## config.mk

```make
export PLATFORM = sky130hd
export DESIGN_NAME = lprs_bank
export DESIGN_NICKNAME = d
export VERILOG_FILES = /design/src/hw/rtl/lprs_pkg.sv /design/src/hw/rtl/lprs_bank.sv
export SDC_FILE = /design/constraint.sdc
export NUM_CORES = 2
export LEC_CHECK = 0
export ABC_AREA = 0
export BUFFER_PORTS_ARGS = -buffer_cell sky130_fd_sc_hd__buf_2
export CORE_UTILIZATION = 34
export CTS_BUF_LIST = sky130_fd_sc_hd__clkbuf_4 sky130_fd_sc_hd__clkbuf_8
export CTS_CLUSTER_DIAMETER = 80
export DETAILED_ROUTE_END_ITERATION = 10
export GPL_TIMING_DRIVEN = 0
export PLACE_DENSITY_LB_ADDON = 0.25
export SYNTH_ARGS = -nofsm -noshare
export SYNTH_HDL_FRONTEND = slang
export SYNTH_SLANG_ARGS = --single-unit
```

## constraint.sdc

```tcl
create_clock -name clk_i -period 6.7 [get_ports clk_i]
set_input_delay 0.335 -clock clk_i [delete_from_list [all_inputs] [get_ports clk_i]]
set_output_delay 0.335 -clock clk_i [all_outputs]
set_load 0.01 [all_outputs]
```

## src/hw/rtl/lprs_pkg.sv

```systemverilog
`timescale 1ns / 1ps

package lprs_pkg;

  // panel geometry
  localparam int PANEL_WIDTH  = 128;
  localparam int PANEL_HEIGHT = 32;
  localparam int CHANNELS     = 8;
  localparam int BANK_DEPTH   = 512;

  localparam int ADDR_W  = 12;  // pixel_address
  localparam int COLOR_W = 3;   // color
  localparam int POS_W   = 9;   // shift_position, bank index
  localparam int BANK_W  = 3;   // bank select
  localparam int COL_W   = 7;   // column bits of the row-major address
  localparam int ROW_W   = ADDR_W - COL_W;

  localparam int S_TDATA_W = 16;
  localparam int M_TDATA_W = 40;

  typedef enum logic {
    OP_WRITE = 1'b0,
    OP_SHIFT = 1'b1
  } op_e;

  // one write port of a channel bank
  typedef struct packed {
    logic               en;
    logic [POS_W-1:0]   addr;
    logic [COLOR_W-1:0] data;
  } bank_wr_t;

endpackage

```

## src/hw/rtl/lprs_bank.sv

```systemverilog
`timescale 1ns / 1ps

module lprs_bank (
  input  logic                         clk_i,
  input  lprs_pkg::bank_wr_t           wr_i,
  input  logic                         rd_en_i,
  input  logic [lprs_pkg::POS_W-1:0]   rd_addr_i,
  output logic [lprs_pkg::COLOR_W-1:0] rd_data_o
);
  import lprs_pkg::*;

  logic [COLOR_W-1:0] mem_q [BANK_DEPTH];
  logic [COLOR_W-1:0] rd_data_q;

  always_ff @(posedge clk_i) begin
    if (wr_i.en) begin
      mem_q[wr_i.addr] <= wr_i.data;
    end
  end

  always_ff @(posedge clk_i) begin
    if (rd_en_i) begin
      rd_data_q <= mem_q[rd_addr_i];
    end
  end

  assign rd_data_o = rd_data_q;

endmodule

```

==> flow_metrics.tcl <==
set metrics [dict create \
    yosysTopAreaCellShare_pct 74.2 \
    crit_type "in2reg" \
    cts-htree-levels 5 \
    worstHoldStart "wr_i[6]" \
    synth_area_um2 62300 \
    post-dp-hpwl_um 149000 \
    drt_first_iter_violations 5544 \
    grt_usage_pct 24.3 \
    clk_latency_ns 1.00 \
    yosysWarnings 0 \
    setup_ws_ns 2.04 \
    power_density_nw_per_um2 286 \
    drive_above_1_share_pct 20.0 \
    arrival_ns 5.47 \
    gp_congestion 0.936 \
    ios 27 \
    nets 3798 \
    cts.sinks 1539 \
    cts_resized 0 \
    syn_nets 3470 \
    grt_use_met1_pct 32.1 \
    path_clk_slew_ns 0.06 \
    min_path_cells 4 \
    drc_errors 0 \
    setup_viol 0 \
    core_region_area_um2 181000 \
    die_x_um 430 \
    r2r_cells 7 \
    post-place-ws_ns 1.36 \
    synth_edf_count 1539 \
    top_usage_layer "met2" \
    drt_first_pass_iters 6 \
    max_slew_margin_pct -9.34 \
    reg2reg_to "rd_data_o[1]$_DFFE_PP_" \
    drt-vias-per-instance 5.83 \
    drt_wl_total_um 228000 \
    fin_util_pct 39.1 \
    grt-ovfl-total 0 \
    grt_start_max_net_pins 156 \
    grt_pass1_wl_um 303000 \
    synth_cell_types 60 \
    clock_path_buffers 4 \
    grt_pass1_vias 36062 \
    slew_violations 228 \
    mostFrequentLayoutCells "edfxtp_1, nor2_1, clkbuf_8, mux2i_1, mux4_2" \
    ys.flop_type "edfxtp_1" \
    worstPathRequired_ns 7.51 \
    fmax_ghz 0.214 \
    mostFrequentLayoutCell "edfxtp_1" \
    end_kind "flop" \
    syn_inst 3446 \
    cap_viol_max_count 24 \
    fillers 16473 \
    min_to "mem_q[1][2]$_DFFE_PP_" \
    outcome "finished with violations" \
    hold_violations 0 \
    reg2reg_slack_ns 3.03 \
    rows 156 \
    violations "max-capacitance violations, max-slew violations" \
    hold_buffers 8 \
    fin_crit_sh_pct 69.6 \
    yosys-top-cells-area "edfxtp_1, mux4_2, mux2i_1" \
    wl_per_cell_um 36.0 \
    tightestPinTransition_ns 1.64 \
    initial_core_util_pct 34.4 \
    die_h_um 430 \
    yosysSeqAreaShare_pct 74.2 \
    fp.dieArea_um2 185000 \
    ant_nets 0 \
    antenna_found_initial 23 \
    ir_drop_mv 0.160 \
    tritoncts "yes" \
    postSynth.asyncResetShare_pct 0 \
    hold_path_class "in2reg" \
    clk_root_buffer_cell "clkbuf_8" \
    grt_use_met3_pct 6.17 \
    synth.avg_cell_area_um2 18.1 \
    grt_setup_unrepaired "false" \
    numCtsBuffers 279 \
    clock_skew_ns 0.0597 \
    port_buffers 25 \
    crit_path_start_kind "primary input" \
    p_leak_nw 22.3 \
    synth_top_area_cell "edfxtp_1" \
    cts_setup_buffers 0 \
    r2r-start "mem_q[39][1]$_DFFE_PP_" \
    synth.ff_latch_count 1539 \
    fin_crit_ns 4.66 \
    grt_use_met2_pct 37.9 \
    cp_max_fo 10 \
    area_delta_synth_final_pct 13.8 \
    dr_total_vias 36859 \
]
layer usage:
| metal | vias to the layer above | share of wire [%] |
|---|---|---|
| met1 | 19312 | 39 |
| met5 | - | 0.012 |
| met3 | 508 | 11 |
| li1 | 14588 | - |
| met4 | 4 | 4.6 |
| met2 | 2447 | 46 |
state kept, by name (all words and copies together), names as in the netlist:
name and flops:
mem_q 1536, rd_data_o 3
critical path: stages:
cell and delay [ns]:
buf_2 0.16, buf_4 0.22, nand2_1 0.46, buf_4 0.39, clkbuf_1 0.62, o221ai_1 0.46, o22ai_1 0.13, o21ai_0 0.99
o31ai_1 0.35, nor4_1 0.88, and3_1 0.43
stage by stage:
step	instances	area, um^2	hold WS [ns]	setup TNS (ns)	power (mW)
after floorplan	3446	62300	0.434	0	11.4
after global placement	5841	65400	0.571	-2529.39	12.1
after detailed placement	5854	65800	0.578	0	12.1
after CTS	6319	70900	0.00396	0	20.3
after global routing	6321	70900	0.0826	0	20.7
final	6323	70900	0.0906	0	20.3
report_power, final:
group	leakage [nW]	switching, mW	internal, mW
clock	2.66	3.84	4.53
combinational	5.82	0.954	0.357
sequential	13.8	0.00302	10.6
synth_stat cells (3+ instances only):
cell       count
a211oi_1       4
a21oi_1       79
a221oi_1       4
a22o_1         4
a22oi_1       13
a311oi_1       3
a31oi_1        8
a32oi_1        3
and2_1         4
and3_1        11
and3b_1        3
and4_1         4
buf_1         11
buf_12        12
buf_2         33
buf_4          9
buf_6         31
buf_8         15
clkbuf_1     128
edfxtp_1    1539
inv_1          3
mux2_2        18
mux2i_1      279
mux4_1        44
mux4_2       207
nand2_1      112
nand3_1       17
nand4_1        8
nor2_1       535
nor2b_1        8
nor3_1        19
nor3b_1        7
nor4_1         9
o21ai_0       30
o221ai_1     127
o22a_1         3
o22ai_1       59
o2bb2ai_1      6
o31ai_1        8
layout make-up:
type                    instances  area, um^2  share of cell area, %
flip-flops and latches       1539       46200                   65.2
multi-input cells            1662       14500                   20.4
clock buffers                 372        4600                   6.49
well taps                    2370        2970                   4.18
plain buffers                 241        1620                   2.28
repair buffers                 47         558                  0.787
clock inverters                85         428                  0.604
inverters                       4        15.0                 0.0212
diodes                          3        7.51                 0.0106
worst max path at each step:
stage,startpoint,endpoint,cells after the start
after global placement,wr_i[2],mem_q[328][2]$_DFFE_PP_,1
after floorplan,rd_addr_i[0],rd_data_o[2]$_DFFE_PP_,10
after global routing,rd_addr_i[1],rd_data_o[1]$_DFFE_PP_,11
after detailed placement,rd_addr_i[1],rd_data_o[1]$_DFFE_PP_,11
after CTS,rd_addr_i[1],rd_data_o[1]$_DFFE_PP_,11
final,rd_addr_i[1],rd_data_o[1]$_DFFE_PP_,11
kinds of logic after synthesis:
| family | Yosys count | share of synthesized area (%) |
|---|---|---|
| DFF | 1539 | 74.2 |
| buffers and inverters | 245 | 2.57 |
| muxes | 548 | 14.1 |
| AOI/OAI and AO/OA | 366 | 4.21 |
| and+or+nand+nor | 748 | 4.89 |
(Power assumes the default switching activity.)
